## src/rtl/a85_pkg.sv

```systemverilog
// a85_pkg: shared types, constants and helper functions of the ascii85 encoder
// no dependencies; imported by every module under rtl
package a85_pkg;

	// reciprocal of 85 scaled by 2**38, exact for every 32-bit dividend
	localparam logic [31:0] RECIP_85 = 32'd3233857729;
	localparam int unsigned RECIP_SHIFT = 38;

	localparam logic [7:0] ASCII_BASE = 8'd33;
	localparam logic [7:0] ZERO_CHAR = 8'h7a;

	localparam int unsigned QUEUE_DEPTH = 2;

	// z85 alphabet, first character in the most significant byte
	localparam logic [85*8-1:0] Z85_ALPHABET =
		"0123456789abcdefghijklmnopqrstuvwxyzABCDEFGHIJKLMNOPQRSTUVWXYZ.-:+=^!/*?&<>()[]{}@%$#";

	// closed group between front and back
	typedef struct packed {
		logic [31:0] word;
		logic [1:0]  pos;   // bytes in group minus one
		logic        eom;
		logic        zero;  // full group of zero bytes
	} grp_t;

	// five base-85 digits, least significant first, plus group info
	typedef struct packed {
		logic [4:0][6:0] digit;
		logic [1:0]      pos;
		logic            eom;
		logic            zero;
	} dig_t;

	// quotient by 85
	function automatic logic [31:0] div85(input logic [31:0] x);
		logic [63:0] prod;
		prod = {32'b0, x} * {32'b0, RECIP_85};
		return 32'(prod >> RECIP_SHIFT);
	endfunction

	// remainder a - 85*b, valid when b is the quotient of a by 85
	function automatic logic [6:0] rem85(input logic [31:0] a, input logic [31:0] b);
		logic [6:0] t;
		t = {b[0], 6'b0} + {b[2:0], 4'b0} + {b[4:0], 2'b0} + b[6:0];
		return a[6:0] - t;
	endfunction

	// z85 table lookup
	function automatic logic [7:0] z85_char(input logic [6:0] d);
		logic [6:0] k;
		k = 7'd84 - d;
		return Z85_ALPHABET[{k, 3'b000} +: 8];
	endfunction

endpackage

```

## src/rtl/a85_front.sv

```systemverilog
// a85_front: packs input bytes big-endian into groups and closes them
// depends on a85_pkg; feeds a85_queue
module a85_front
	import a85_pkg::*;
(
	input  logic       clk,
	input  logic       arst_n,
	input  logic       push,
	output logic       full,
	input  logic [7:0] data_byte,
	input  logic       end_of_message,
	input  logic       q_full,
	output logic       q_push,
	output grp_t       q_entry
);

	logic [31:0] group_q;
	logic [1:0]  pos_q;
	logic        accept;
	logic        close;
	logic [31:0] word;

	assign full   = q_full;
	assign accept = push && !q_full;

	// merge the byte at its position
	always_comb begin
		word  = group_q | ({24'b0, data_byte} << {~pos_q, 3'b000});
		close = (pos_q == 2'd3) || end_of_message;
	end

	assign q_push        = accept && close;
	assign q_entry.word  = word;
	assign q_entry.pos   = pos_q;
	assign q_entry.eom   = end_of_message;
	assign q_entry.zero  = (pos_q == 2'd3) && (word == 32'd0);

	// open group state
	always_ff @(posedge clk or negedge arst_n) begin
		if (!arst_n) begin
			group_q <= 32'd0;
			pos_q   <= 2'd0;
		end else if (accept) begin
			if (close) begin
				group_q <= 32'd0;
				pos_q   <= 2'd0;
			end else begin
				group_q <= word;
				pos_q   <= pos_q + 2'd1;
			end
		end
	end

endmodule

```

## src/rtl/a85_queue.sv

```systemverilog
// a85_queue: short queue of closed groups between front and back
// depends on a85_pkg
module a85_queue
	import a85_pkg::*;
(
	input  logic clk,
	input  logic arst_n,
	input  logic wr_en,
	input  grp_t wr_data,
	output logic full,
	input  logic rd_en,
	output logic valid,
	output grp_t rd_data
);

	localparam int unsigned PTR_W = $clog2(QUEUE_DEPTH);
	localparam int unsigned CNT_W = $clog2(QUEUE_DEPTH + 1);

	grp_t             mem_q [QUEUE_DEPTH];
	logic [PTR_W-1:0] wr_ptr_q;
	logic [PTR_W-1:0] rd_ptr_q;
	logic [CNT_W-1:0] cnt_q;

	assign full    = (cnt_q == CNT_W'(QUEUE_DEPTH));
	assign valid   = (cnt_q != '0);
	assign rd_data = mem_q[rd_ptr_q];

	// entry storage
	always_ff @(posedge clk) begin
		if (wr_en) begin
			mem_q[wr_ptr_q] <= wr_data;
		end
	end

	// pointers and fill count
	always_ff @(posedge clk or negedge arst_n) begin
		if (!arst_n) begin
			wr_ptr_q <= '0;
			rd_ptr_q <= '0;
			cnt_q    <= '0;
		end else begin
			if (wr_en) begin
				wr_ptr_q <= (wr_ptr_q == PTR_W'(QUEUE_DEPTH - 1)) ? '0 : wr_ptr_q + 1'b1;
			end
			if (rd_en) begin
				rd_ptr_q <= (rd_ptr_q == PTR_W'(QUEUE_DEPTH - 1)) ? '0 : rd_ptr_q + 1'b1;
			end
			if (wr_en && !rd_en) begin
				cnt_q <= cnt_q + 1'b1;
			end else if (rd_en && !wr_en) begin
				cnt_q <= cnt_q - 1'b1;
			end
		end
	end

endmodule

```

## src/rtl/a85_conv.sv

```systemverilog
// a85_conv: splits a group into five base-85 digits, one division by 85 a cycle
// depends on a85_pkg; reads a85_queue, hands digits to a85_emit
module a85_conv
	import a85_pkg::*;
(
	input  logic clk,
	input  logic arst_n,
	input  logic q_valid,
	input  grp_t q_data,
	output logic q_pop,
	output logic h_valid,
	output dig_t h_data,
	input  logic h_take
);

	logic            busy_q;
	logic [1:0]      step_q;
	logic [31:0]     a_q;
	logic [31:0]     b_q;
	logic [2:0][6:0] dig_q;
	logic [1:0]      pos_q;
	logic            eom_q;
	logic            zero_q;
	logic [6:0]      rem;
	logic            done;
	logic            fire;
	logic            load;

	assign rem   = rem85(a_q, b_q);
	assign done  = busy_q && (step_q == 2'd3);
	assign fire  = done && h_take;
	assign load  = q_valid && (!busy_q || fire);
	assign q_pop = load;

	// handoff of the finished digit set
	assign h_valid           = done;
	assign h_data.digit[0]   = dig_q[0];
	assign h_data.digit[1]   = dig_q[1];
	assign h_data.digit[2]   = dig_q[2];
	assign h_data.digit[3]   = rem;
	assign h_data.digit[4]   = b_q[6:0];
	assign h_data.pos        = pos_q;
	assign h_data.eom        = eom_q;
	assign h_data.zero       = zero_q;

	// control
	always_ff @(posedge clk or negedge arst_n) begin
		if (!arst_n) begin
			busy_q <= 1'b0;
			step_q <= 2'd0;
		end else if (!busy_q || fire) begin
			busy_q <= q_valid;
			step_q <= 2'd0;
		end else if (!done) begin
			step_q <= step_q + 2'd1;
		end
	end

	// datapath: a holds the dividend, b its quotient by 85
	always_ff @(posedge clk) begin
		if (load) begin
			a_q    <= q_data.word;
			b_q    <= div85(q_data.word);
			pos_q  <= q_data.pos;
			eom_q  <= q_data.eom;
			zero_q <= q_data.zero;
		end else if (busy_q && !done) begin
			dig_q[step_q] <= rem;
			a_q           <= b_q;
			b_q           <= div85(b_q);
		end
	end

endmodule

```

## src/rtl/a85_emit.sv

```systemverilog
// a85_emit: maps digits through the alphabet and sends one character a cycle while pop keeps up
// depends on a85_pkg; fed by a85_conv, drives the result ports
module a85_emit
	import a85_pkg::*;
(
	input  logic       clk,
	input  logic       arst_n,
	input  logic       alphabet_select,
	input  logic       h_valid,
	input  dig_t       h_data,
	output logic       h_take,
	output logic       empty,
	input  logic       pop,
	output logic [7:0] out_char,
	output logic       last_in_run,
	output logic       message_done
);

	logic            buf_valid_q;
	logic [4:0][6:0] dig_q;
	logic [2:0]      idx_q;
	logic [2:0]      last_idx_q;
	logic            eom_q;
	logic            zero_q;
	logic            out_valid_q;
	logic [7:0]      char_q;
	logic            last_q;
	logic            done_q;
	logic            adv;
	logic            is_last;
	logic [6:0]      cur_dig;
	logic [7:0]      cur_char;

	assign empty        = !out_valid_q;
	assign out_char     = char_q;
	assign last_in_run  = last_q;
	assign message_done = done_q;

	assign adv     = buf_valid_q && (!out_valid_q || pop);
	assign is_last = (idx_q == last_idx_q);
	assign h_take  = !buf_valid_q || (adv && is_last);

	// digits go out most significant first
	always_comb begin
		cur_dig = dig_q[3'd4 - idx_q];
		if (zero_q) begin
			cur_char = ZERO_CHAR;
		end else if (alphabet_select) begin
			cur_char = z85_char(cur_dig);
		end else begin
			cur_char = ASCII_BASE + {1'b0, cur_dig};
		end
	end

	// digit buffer control
	always_ff @(posedge clk or negedge arst_n) begin
		if (!arst_n) begin
			buf_valid_q <= 1'b0;
			idx_q       <= 3'd0;
		end else if (h_take) begin
			buf_valid_q <= h_valid;
			idx_q       <= 3'd0;
		end else if (adv) begin
			idx_q <= idx_q + 3'd1;
		end
	end

	// digit buffer payload
	always_ff @(posedge clk) begin
		if (h_take && h_valid) begin
			dig_q      <= h_data.digit;
			eom_q      <= h_data.eom;
			zero_q     <= h_data.zero && !alphabet_select;
			last_idx_q <= (h_data.zero && !alphabet_select) ? 3'd0
				: {1'b0, h_data.pos} + 3'd1;
		end
	end

	// output register
	always_ff @(posedge clk or negedge arst_n) begin
		if (!arst_n) begin
			out_valid_q <= 1'b0;
		end else if (adv) begin
			out_valid_q <= 1'b1;
		end else if (pop) begin
			out_valid_q <= 1'b0;
		end
	end

	always_ff @(posedge clk) begin
		if (adv) begin
			char_q <= cur_char;
			last_q <= is_last;
			done_q <= is_last && eom_q;
		end
	end

endmodule

```

## src/rtl/ascii85_encoder.sv

```systemverilog
// ascii85_encoder: top level of the streaming ascii85 / z85 encoder
// depends on a85_pkg, a85_front, a85_queue, a85_conv, a85_emit
//
//  channel   ports                                        transfer when
//  input     push full data_byte end_of_message           push && !full
//  result    pop empty out_char last_in_run message_done  pop && !empty
//  config    cfg_we cfg_wdata (alphabet_select)           cfg_we
//
// a byte is taken every cycle while the group queue has room; a closing byte
// queues its group. the divider does one division by 85 a cycle, holds its
// digits until the emitter takes them and then loads the next group; the
// emitter sends one character a cycle, up to five per group, while pop keeps up.
// reset clears the open group, the queue, both back stages and the register.
// a stalled result side fills the output register, digit buffer, divider and
// queue in turn before full rises.
module ascii85_encoder
	import a85_pkg::*;
(
	input  logic       clk,
	input  logic       arst_n,
	input  logic       push,
	output logic       full,
	input  logic [7:0] data_byte,
	input  logic       end_of_message,
	output logic       empty,
	input  logic       pop,
	output logic [7:0] out_char,
	output logic       last_in_run,
	output logic       message_done,
	input  logic       cfg_we,
	input  logic       cfg_wdata
);

	logic alphabet_select_q;
	logic q_full;
	logic q_push;
	grp_t q_entry;
	logic q_valid;
	logic q_pop;
	grp_t q_head;
	logic h_valid;
	dig_t h_data;
	logic h_take;

	// alphabet register
	always_ff @(posedge clk or negedge arst_n) begin
		if (!arst_n) begin
			alphabet_select_q <= 1'b0;
		end else if (cfg_we) begin
			alphabet_select_q <= cfg_wdata;
		end
	end

	a85_front u_front (
		.clk            (clk),
		.arst_n         (arst_n),
		.push           (push),
		.full           (full),
		.data_byte      (data_byte),
		.end_of_message (end_of_message),
		.q_full         (q_full),
		.q_push         (q_push),
		.q_entry        (q_entry)
	);

	a85_queue u_queue (
		.clk     (clk),
		.arst_n  (arst_n),
		.wr_en   (q_push),
		.wr_data (q_entry),
		.full    (q_full),
		.rd_en   (q_pop),
		.valid   (q_valid),
		.rd_data (q_head)
	);

	a85_conv u_conv (
		.clk     (clk),
		.arst_n  (arst_n),
		.q_valid (q_valid),
		.q_data  (q_head),
		.q_pop   (q_pop),
		.h_valid (h_valid),
		.h_data  (h_data),
		.h_take  (h_take)
	);

	a85_emit u_emit (
		.clk             (clk),
		.arst_n          (arst_n),
		.alphabet_select (alphabet_select_q),
		.h_valid         (h_valid),
		.h_data          (h_data),
		.h_take          (h_take),
		.empty           (empty),
		.pop             (pop),
		.out_char        (out_char),
		.last_in_run     (last_in_run),
		.message_done    (message_done)
	);

endmodule
```

## config.mk

```make
export PLATFORM = sky130hd
export DESIGN_NAME = ascii85_encoder
export DESIGN_NICKNAME = d
export VERILOG_FILES = /design/src/rtl/a85_pkg.sv /design/src/rtl/a85_front.sv /design/src/rtl/a85_queue.sv /design/src/rtl/a85_conv.sv /design/src/rtl/a85_emit.sv /design/src/rtl/ascii85_encoder.sv
export SDC_FILE = /design/constraint.sdc
export NUM_CORES = 1
export LEC_CHECK = 0
export ABC_AREA = 0
export ABC_CLOCK_PERIOD_IN_PS = 22400
export BUFFER_PORTS_ARGS = -buffer_cell sky130_fd_sc_hd__buf_2
export CAP_MARGIN = 20
export CORE_MARGIN = 8
export CORE_UTILIZATION = 45
export DETAILED_ROUTE_END_ITERATION = 12
export RECOVER_POWER = 100
export SLEW_MARGIN = 20
export SYNTH_ARGS = -nofsm -noshare
export SYNTH_HDL_FRONTEND = slang
export SYNTH_SLANG_ARGS = --single-unit
```

## constraint.sdc

```tcl
create_clock -name clk -period 22.4 [get_ports clk]
set_input_delay 1.12 -clock clk [delete_from_list [all_inputs] [get_ports clk]]
set_output_delay 1.12 -clock clk [all_outputs]
set_load 0.01 [all_outputs]
```

### Word-level counts from Yosys, hierarchy flattened

Memories as Yosys holds them, arrays and structs flattened.
Cells that the tools add are included.

| operators by class | value |
|---|---|
| $add $sub $neg | 15 |
| multipliers | 2 |
| order comparisons | 3 |
| eq/ne operators | 5 |
| shift-type cells | 2 |
| muxes and demuxes | 24 |
| bitwise operators | 3 |
| reductions and logical operators | 33 |

Operators by type and width:

| operator | count |
|---|---|
| $shiftx A680 B11 Y8 const A | 1 |
| $mul A32 B32 Y64 const B | 1 |
| $mul A26 B32 Y58 const B | 1 |
| $mux W26 | 2 |
| $logic_not A32 Y1 | 1 |
| $mux W32 | 1 |
| $or A32 B32 Y32 | 1 |
| $shl A8 B5 Y32 | 1 |
| $mux W7 | 4 |
| $add A7 B7 Y7 | 3 |
| $bmux W7 S3 | 1 |
| $bwmux W21 | 1 |
| $demux W7 S2 | 1 |
| $logic_and A1 B1 Y1 | 14 |
| $mux W2 | 5 |
| $reduce_bool A2 Y1 | 5 |
| $add A6 B7 Y8 const A | 1 |
| $logic_not A1 Y1 | 8 |
| $mux W8 | 1 |
| $sub A7 B7 Y7 | 1 |
| $sub A7 B7 Y7 const A | 1 |
| $add A2 B1 Y2 const B | 3 |
| $eq A2 B2 Y1 const B | 3 |
| $mux W1 | 6 |
| other kinds (15) | 20 |

| storage, ports and cells | value |
|---|---|
| register bits | 155 |
| RAM bits | 72 |
| bits of input ports | 15 |
| output and inout bits | 12 |
| word-level logic and storage cells | 118 |
| memories | 1 |

Memory list:

| name | words | bits a word | read ports | clocked after memory_dff | write ports | line | text |
|---|---|---|---|---|---|---|---|
| u_queue.mem_q | 2 | 36 | 1 | 0 | 1 | a85_queue.sv:19 | `grp_t mem_q [QUEUE_DEPTH];` |

### Logic depth before layout (Yosys ltp)

Gate-level depths: netlist of the first run.

| depth | value |
|---|---|
| depth after elaboration | 11 |
| mapped depth | 28 |

### Modules after synthesis

From an unflattened synthesis of the first run, not the netlist that was laid out.

| second synthesis, totals | value |
|---|---|
| cells, all modules | 2614 |
| area total of the unflattened synthesis | 27531.4 sq um |

By module, submodules not included:

| module | times used | cells an instance | area an instance (sq um) |
|---|---|---|---|
| a85_conv | 1 | 1962 | 19369.8 |
| a85_emit | 1 | 301 | 3398.3 |
| a85_queue | 1 | 128 | 2936.6 |
| a85_front | 1 | 221 | 1786.7 |
| ascii85_encoder | 1 | 2 | 40.0 |

### Worst setup path after synthesis of the first run

OpenSTA, ideal clock, no wires.

| path | value |
|---|---|
| path kind | flip-flop to flip-flop |
| from | register u_queue.rd_ptr_q |
| to | register u_conv.b_q[23], data pin |
| setup time | 0.266 ns |
| data arrival time | 7.316 ns |
| data required time | 22.134 ns |
| path slack | 14.818 ns |
| cell stages (with the launch flop) | 29 |
| path buffers | 3 |
| cell sequence | dfrtp_1 clkbuf_1 buf_1 mux2i_1 inv_1 ha_1 ha_1 inv_1 fa_1 inv_1 fa_1 inv_1 fa_1 inv_1 fa_1 fa_1 ha_1 ha_1 clkbuf_1 a21o_1 a21o_1 a21o_1 a31o_2 a22oi_1 and4_1 nor2_1 a211oi_1 xor2_1 nor2_1 |

| on the way | value |
|---|---|
| longest elaborated chain between the ends | 3 |

Ends and longest elaborated chain:

| what | line | text |
|---|---|---|
| start: declaration | a85_queue.sv:21 | `logic [PTR_W-1:0] rd_ptr_q;` |
| start signal: assignment | a85_queue.sv:46 | `rd_ptr_q <= (rd_ptr_q == PTR_W'(QUEUE_DEPTH - 1)) ? '0 : rd_ptr_q + 1'b1;` |
| $mem_v2 Z2 W36 | -- |  |
| $mul A32 B32 Y64 | a85_pkg.sv:37 | `prod = {32'b0, x} * {32'b0, RECIP_85};` |
| $mux W26 | a85_conv.sv:61 | `if (load) begin` |
| end signal: assignment | a85_conv.sv:63 | `b_q <= div85(q_data.word);` |
| end signal: assignment | a85_conv.sv:70 | `b_q <= div85(b_q);` |
| end: declaration | a85_conv.sv:19 | `logic [31:0] b_q;` |

No other way between the ends.
A chain may end at the register's enable or synchronous reset.

### Worst setup path after layout of the first run

| path | value |
|---|---|
| from | register u_queue.rd_ptr_q |
| to | register u_conv.b_q[22], data pin |

Same word-level chain as after synthesis.

==> results of run 1 <==
## worst paths after layout
| path | startpoint | to | depth (start not counted) |
|---|---|---|---|
| worst max-delay path | u_queue.rd_ptr_q | u_conv.b_q[22] | 23 |
| worst min register to register | u_conv.h_data[7] | u_emit.dig_q[3] | 0 |
| worst max register to register | u_queue.rd_ptr_q | u_conv.b_q[22] | 23 |
| worst min-delay path | u_conv.h_data[7] | u_emit.dig_q[3] | 0 |
| max in group asynchronous | arst_n | u_front.group_q[17] | 2 |
| min in group asynchronous | arst_n | u_emit.idx_q[0] | 2 |
## Yosys cell counts, types with 5 or more instances
| master | instances |
|---|---|
| o2111ai_1 | 8 |
| o21bai_1 | 19 |
| nand2_1 | 108 |
| edfxtp_1 | 180 |
| o21a_1 | 13 |
| nor2b_1 | 21 |
| a22oi_1 | 5 |
| o22ai_1 | 8 |
| nand3_1 | 38 |
| mux2_2 | 23 |
| and3_1 | 10 |
| a21oi_1 | 170 |
| o31ai_1 | 10 |
| clkbuf_1 | 26 |
| o21ai_0 | 76 |
| dfrtp_1 | 47 |
| a31oi_1 | 13 |
| o211ai_1 | 12 |
| a211oi_1 | 7 |
| nor3_1 | 28 |
| inv_1 | 563 |
| a21o_1 | 65 |
| nor4_1 | 5 |
| nand4_1 | 24 |
| nor2_1 | 77 |
| ha_1 | 551 |
| mux2i_1 | 37 |
| fa_1 | 273 |
| o311ai_0 | 5 |
| nand2b_1 | 15 |
| nor3b_1 | 5 |
| xor2_1 | 29 |
| a32oi_1 | 5 |
| and4_1 | 7 |
| xnor2_1 | 47 |
| and2_1 | 18 |
## cell families after synthesis
kind of cell / share of synthesized area
flip-flops: 0.2403
XOR/XNOR: 0.02810
adder cells (fa/ha/maj): 0.4513
buffers and inverters: 0.08470
multiplexers: 0.02380
AO/OA/AOI/OAI: 0.1040
AND/OR/NAND/NOR: 0.06784
## per-layer routing
layer / part of all wire / GRT usage / wire, um
met5: 0 / 0 / 0
met4: 0.021 / 0.04299 / 1437
met3: 0.026 / 0.01497 / 1770
met2: 0.51 / 0.3583 / 34830
met1: 0.44 / 0.2536 / 30430
## stage by stage
step                cell area (sq um)  hold WS, ns
floorplan                       27390       0.4003
global placement                28400       0.4004
detailed placement              28400       0.4054
global route                    29180       0.4276
finish                          29180       0.4155
CTS                             29260       0.4201
## worst max-delay path, stage by stage, from the launching register on
cell,delay [ns]
dfrtp_1,1.67
mux2i_1,0.51
inv_1,0.22
ha_1,0.35
ha_1,0.32
fa_1,0.50
fa_1,0.53
inv_1,0.08
fa_1,0.51
fa_1,0.54
fa_1,0.56
inv_1,0.05
ha_1,0.29
ha_1,0.43
a21oi_1,0.27
nand2b_1,0.10
o41ai_1,0.24
o31ai_1,0.13
a41oi_1,0.52
o211ai_1,0.33
and4_1,0.30
o211ai_1,0.20
nor3b_1,0.21
nor3_1,0.07
## flip-flops by register name (all words and copies together) (netlist names), 2 cells and up
signal,cells
u_queue.mem_q,72
u_emit.dig_q,35
u_front.group_q,32
u_conv.b_q,26
u_conv.h_data,21
u_emit.out_char,8
u_conv.a_q,7
u_emit.idx_q,3
u_emit.last_idx_q,3
u_conv.pos_q,2
u_conv.step_q,2
u_front.pos_q,2
u_queue.cnt_q,2
## final cells by class
| class | count | area, sq um |
|---|---|---|
| Fill cell | 5550 | 31060 |
| Multi-Input combinational cell | 1794 | 18460 |
| Sequential cell | 227 | 6581 |
| Inverter | 568 | 2150 |
| Tap cell | 782 | 978.4 |
| Clock buffer | 37 | 753.2 |
| Timing Repair Buffer | 34 | 151.4 |
| Clock inverter | 11 | 105.1 |
==> impl_results.md, run 1 <==
- Status: finished, violations left
- Failing checks: max-capacitance violations, max-slew violations
- Initial Util: 0.4546
- Post-synthesis cell type count: 81
- Async SR Flop Fraction: 0.2070
- Initial antenna violation count: 0
- Routed length per instance: 19.83 um
- Row count: 90
- Routability cong.: 0.9448
- Avg Synthesized Cell Area: 10.44 sq um
- Setup slack after layout: 13.15 ns
- Die area: 69010 sq um
- CTS resizes: 0
- Num CTS Buffers: 26
- First-pass GRT wire length: 109300 um
- Nets: 3490
- ANT nets after route: 0
- CP startpoint kind: register
- Cts hold-fix bufs: 0
- Final setup violation count: 0
- Fin crit period: 9.250 ns
- Port bufs: 26
- Commonest non-fill, non-tap cell in the layout: inv_1
- Critical path data arrival time: 9.49 ns
- Crit-path max FO: 39
- Largest net degree at the start of global routing: 48
- Post-route clock skew: 0.01358 ns
- Synth warn: 0
- CTS tree: done
- Die width: 262.7 um
- Crit Path Class: register to register
- Die height: 262.7 um
- Area contributors post-synth: ha_1, fa_1, edfxtp_1, inv_1, dfrtp_1
- Ports: 27
- # diodes: 0
- Slew Limit Headroom: -0.7151
- Max Cap Violations: 7
- Worst slew pin tran: 2.573 ns
- Share of the synthesized area in the top cell type: 0.2517
- Post-synth EDFFs: 180
- Critical Path End Type: register
- Iter 0 DRT Violations: 1106
- Vias per cell: 5.412
- CTS root buf: clkbuf_16
- Worst EP required: 22.64 ns
- Router iterations before antenna repair: 5
- CTS H-tree depth: 1
- Synthesis-to-layout area growth: 6.551%
- Final core occ: 0.4844
- Layout cells sized above 1: 0.03706
- Post-Syn Instances: 2624
- FF-to-FF setup slack: 13.15 ns
- Sequential fraction of the synthesis area: 0.2403
- Final Hold Viols: 0
- GRT Residual Overflow: 0
- Worst skew pair latency: 0.55 ns
- Slew Limit Fails: 278
- Most frequent cells in the layout: inv_1, ha_1, fa_1
- Fmax: 108.1 MHz
- Inst Count DP: 3405
- Syn Nets: 3463
- Total global routing track utilization: 0.1969
- Post-CTS setup buffers: 0
- Place WS: 13.90 ns
- Synth Cell Area: 27390 sq um
- Cell type with the largest total area after synthesis: ha_1
- DRC: 0
- Setup TNS: 0 ns
- Final WL: 68470 um
- Final cycle utilization of the critical path: 0.4129
- RSZ-0062 raised after global routing: false
- Num Clock Sinks: 227
- #FFs+latches synth: 227
- Vias: 18690
- Finished Layout Cells: 3453
- Prevailing post-synth register cell: edfxtp_1
- Bufs on Longest Clock Path: 3
- Worst-path clk slew: 0.07 ns
- Core area: 60250 sq um
- Min-delay worst type: register to register
- Vias in the first global route: 19770
- Detail Placement HPWL: 58780 um
Power of run 1 is not shown: default switching activity piles up to over one toggle a cycle in this logic, so the estimate is an artifact.
==> run 2: changes to the inputs <==
--- a/config.mk
+++ b/config.mk
@@ -5,8 +5,8 @@
 export SDC_FILE = /design/constraint.sdc
 export NUM_CORES = 1
 export LEC_CHECK = 0
-export ABC_AREA = 0
-export ABC_CLOCK_PERIOD_IN_PS = 22400
+export ABC_AREA = 1
+export ABC_CLOCK_PERIOD_IN_PS = 8200
 export BUFFER_PORTS_ARGS = -buffer_cell sky130_fd_sc_hd__buf_2
 export CAP_MARGIN = 20
 export CORE_MARGIN = 8
==> constraint.sdc (replaced) <==
create_clock -name clk -period 8.2 [get_ports clk]
set_input_delay 0.41 -clock clk [delete_from_list [all_inputs] [get_ports clk]]
set_output_delay 0.41 -clock clk [all_outputs]
set_load 0.01 [all_outputs]
==> run 2 against run 1 <==
  * The run still ends with max-capacitance violations, max-slew violations left
  * Final cell count is 26% higher
  * First-iteration DRC count is 45% higher
  * Die area is 7.6% higher
  * Setup slack worse by 13 ns
  * Clock skew is 0.0013 ns lower
  * Routed wire length is 21% higher
==> impl_results.md, run 2 <==
- Worst min-delay path startpoint: cfg_we
- Routability cong.: 1.008 (+6.6%)
- CTS resizes: 0 (unchanged)
- Post-route clock skew: 0.01230 ns (-0.001288 ns)
- Num CTS Buffers: 27 (+3.8%)
- Setup TNS: 0 ns (unchanged)
- Max Cap Violations: 3 (-4)
- Worst skew pair latency: 0.57 ns (+0.02 ns)
- Worst Setup SP: u_queue.rd_ptr_q
- Vias: 22800 (+22%)
- Die height: 272.6 um (+3.7%)
- Crit-path max FO: 39 (unchanged)
- Sequential fraction of the synthesis area: 0.2222 (-0.01810)
- Cell type with the largest total area after synthesis: ha_1
- ANT nets after route: 0 (unchanged)
- Synth cell count leaders: inv_1, ha_1, nand2_1
- RR Startpoint: u_queue.rd_ptr_q
- Most frequent cells in the layout: inv_1, ha_1, nand2_1
- First-pass GRT wire length: 128800 um (+18%)
- Fin crit period: 7.590 ns (-1.660 ns)
- Iter 0 DRT Violations: 1605 (+45%)
- Fmax: 131.7 MHz (+22%)
- GRT Residual Overflow: 0 (unchanged)
- Initial antenna violation count: 0 (unchanged)
- Critical Path End Type: register
- Router iterations before antenna repair: 5 (unchanged)
- Most common cell in the synthesized netlist: inv_1
- Worst path max stage delay: 0.57 ns (-1.10 ns)
- Layout cells sized above 1: 0.03971 (+0.002650)
- Crit-path slowest cell: o21ai_0
- Final WL: 82640 um (+21%)
- WHS: 0.05618 ns (-0.3593 ns)
- Final Hold Viols: 0 (unchanged)
- Synth warn: 0 (unchanged)
- Synth Cell Area: 29620 sq um (+8.1%)
- Final setup violation count: 0 (unchanged)
- # diodes: 0 (unchanged)
- Hold Crit Depth: 2 (+2)
- Hold endpoint: alphabet_select_q
- CTS tree: done
- Biggest regs: u_queue.mem_q: 72 flops, u_emit.dig_q: 35 flops, u_front.group_q: 32 flops
- Status: finished, violations left
- Bufs on Longest Clock Path: 3 (unchanged)
- Share of the synthesized area in the top cell type: 0.2328 (-0.01896)
- Ports: 27 (unchanged)
- DRC: 0 (unchanged)
- Worst-path clk slew: 0.07 ns (about the same)
- Area contributors post-synth: ha_1, fa_1, edfxtp_1, inv_1, nand2_1
- Slew Limit Headroom: -0.7628 (-0.04774)
- Largest net degree at the start of global routing: 48 (unchanged)
- Prevailing post-synth register cell: edfxtp_1
- Detail Placement HPWL: 71550 um (+22%)
- CTS H-tree depth: 1 (unchanged)
- Post-Syn Instances: 3437 (+31%)
- Syn Nets: 4276 (+23%)
- Largest Register: u_queue.mem_q
- Port bufs: 26 (unchanged)
- Critical R2R Capture: u_conv.b_q[8]
- Nets: 4318 (+24%)
- Async SR Flop Fraction: 0.2070 (unchanged)
- Vias per cell: 5.225 (-3.5%)
- Critical Path, Cell by Cell: buf_4 > o21ai_0 > inv_1 > ha_1 > ha_1 > inv_1 > fa_1 > inv_1 > fa_1 > inv_1 > fa_1 > fa_1 > fa_1 > inv_1 > ha_1 > ha_1 > a21oi_1 > o21ai_0 > a21oi_1 > nor2_1 > nor2_1 > nand3_1 > o21ai_0 > nand2_1
- Row count: 94 (+4.4%)
- Slew Limit Fails: 134 (-52%)
- RSZ-0062 raised after global routing: false
- Core area: 65510 sq um (+8.7%)
- Num Clock Sinks: 227 (unchanged)
- Vias in the first global route: 23000 (+16%)
- Cts hold-fix bufs: 1 (+1)
- CTS root buf: clkbuf_16
- Die area: 74280 sq um (+7.6%)
- Routed length per instance: 18.94 um (-4.5%)
- Worst slew pin tran: 2.644 ns (+0.07161 ns)
- Failing checks: max-capacitance violations, max-slew violations
- Final cycle utilization of the critical path: 0.9256 (+0.5127)
- Post-CTS setup buffers: 0 (unchanged)
- Commonest non-fill, non-tap cell in the layout: inv_1
- Avg Synthesized Cell Area: 8.618 sq um (-17%)
- Crit Path Class: register to register
- FF-to-FF setup slack: 0.61 ns (-12.54 ns)
- Worst EP required: 8.49 ns (-14.15 ns)
- Initial Util: 0.4521 (-0.002482)
- #FFs+latches synth: 227 (unchanged)
- Critical path data arrival time: 7.88 ns (-1.61 ns)
- FF-to-FF path depth: 24 (+4.3%)
- CP startpoint kind: register
- Total global routing track utilization: 0.2214 (+0.02451)
- Post-synth EDFFs: 180 (unchanged)
- Die width: 272.6 um (+3.7%)
- Min-delay worst type: primary input to register
- Synthesis-to-layout area growth: 6.869%
- Post-synthesis cell type count: 52 (-36%)
- Max reg flops: 72 (unchanged)
==> run 2: worst max path at each step <==
stage                          end  slack [ns]  depth (start not counted)
global placement     u_conv.b_q[8]        0.64                         24
finish               u_conv.b_q[8]        0.61                         24
detailed placement   u_conv.b_q[8]        0.71                         24
floorplan           u_conv.b_q[12]        1.61                         31
global route        u_conv.b_q[24]        0.22                         11
CTS                  u_conv.b_q[8]        0.69                         24
==> run 2: critical path: cells and delay by family, from the launching register on <==
family	cells	cell delay, ns
buffers and inverters	6	0.74
DFF	1	0.38
adders and majority gates	9	3.92
and+or+nand+nor	4	0.52
AOI/OAI and AO/OA	5	1.77
==> run 2: kinds of logic after synthesis <==
group | synth area share
DFF | 0.2222
buffers and inverters | 0.1052
adders and majority gates | 0.4173
and+or+nand+nor | 0.1597
AOI/OAI and AO/OA | 0.08288
xor gates and xnor gates | 0.01272
==> run 2: metal layers <==
metal  vias to the layer above  share of wire  GRT usage  wire [um]
met5                         -              0          0          0
met2                       625           0.45     0.3554      37230
met1                     10860           0.45     0.3010      37040
met3                       133          0.064    0.04108       5250
li1                      11180              -          -          -
met4                         0          0.038    0.07147       3118
==> run 2: stage by stage <==
stage	utilization	instance area (sq um)	setup slack, ns	instances
global placement	0.4699	30780	0.6412	4311
detailed placement	0.4699	30780	0.7068	4311
finish	0.4832	31650	0.6097	4364
global route	0.4832	31650	0.2171	4364
floorplan	-	29620	1.610	3437
CTS	0.4841	31710	0.6870	4362
==> run 2: final cells by class <==
class	instances	area [sq um]
multi-input cells	2405	19910
inverters	769	2895
clock buffers	30	696.9
repair buffers	49	260.3
fillers	6425	33860
flip-flops and latches	227	6581
well taps	864	1081
clock inverters	20	225.2
Power of run 2 is left out for the same reason.
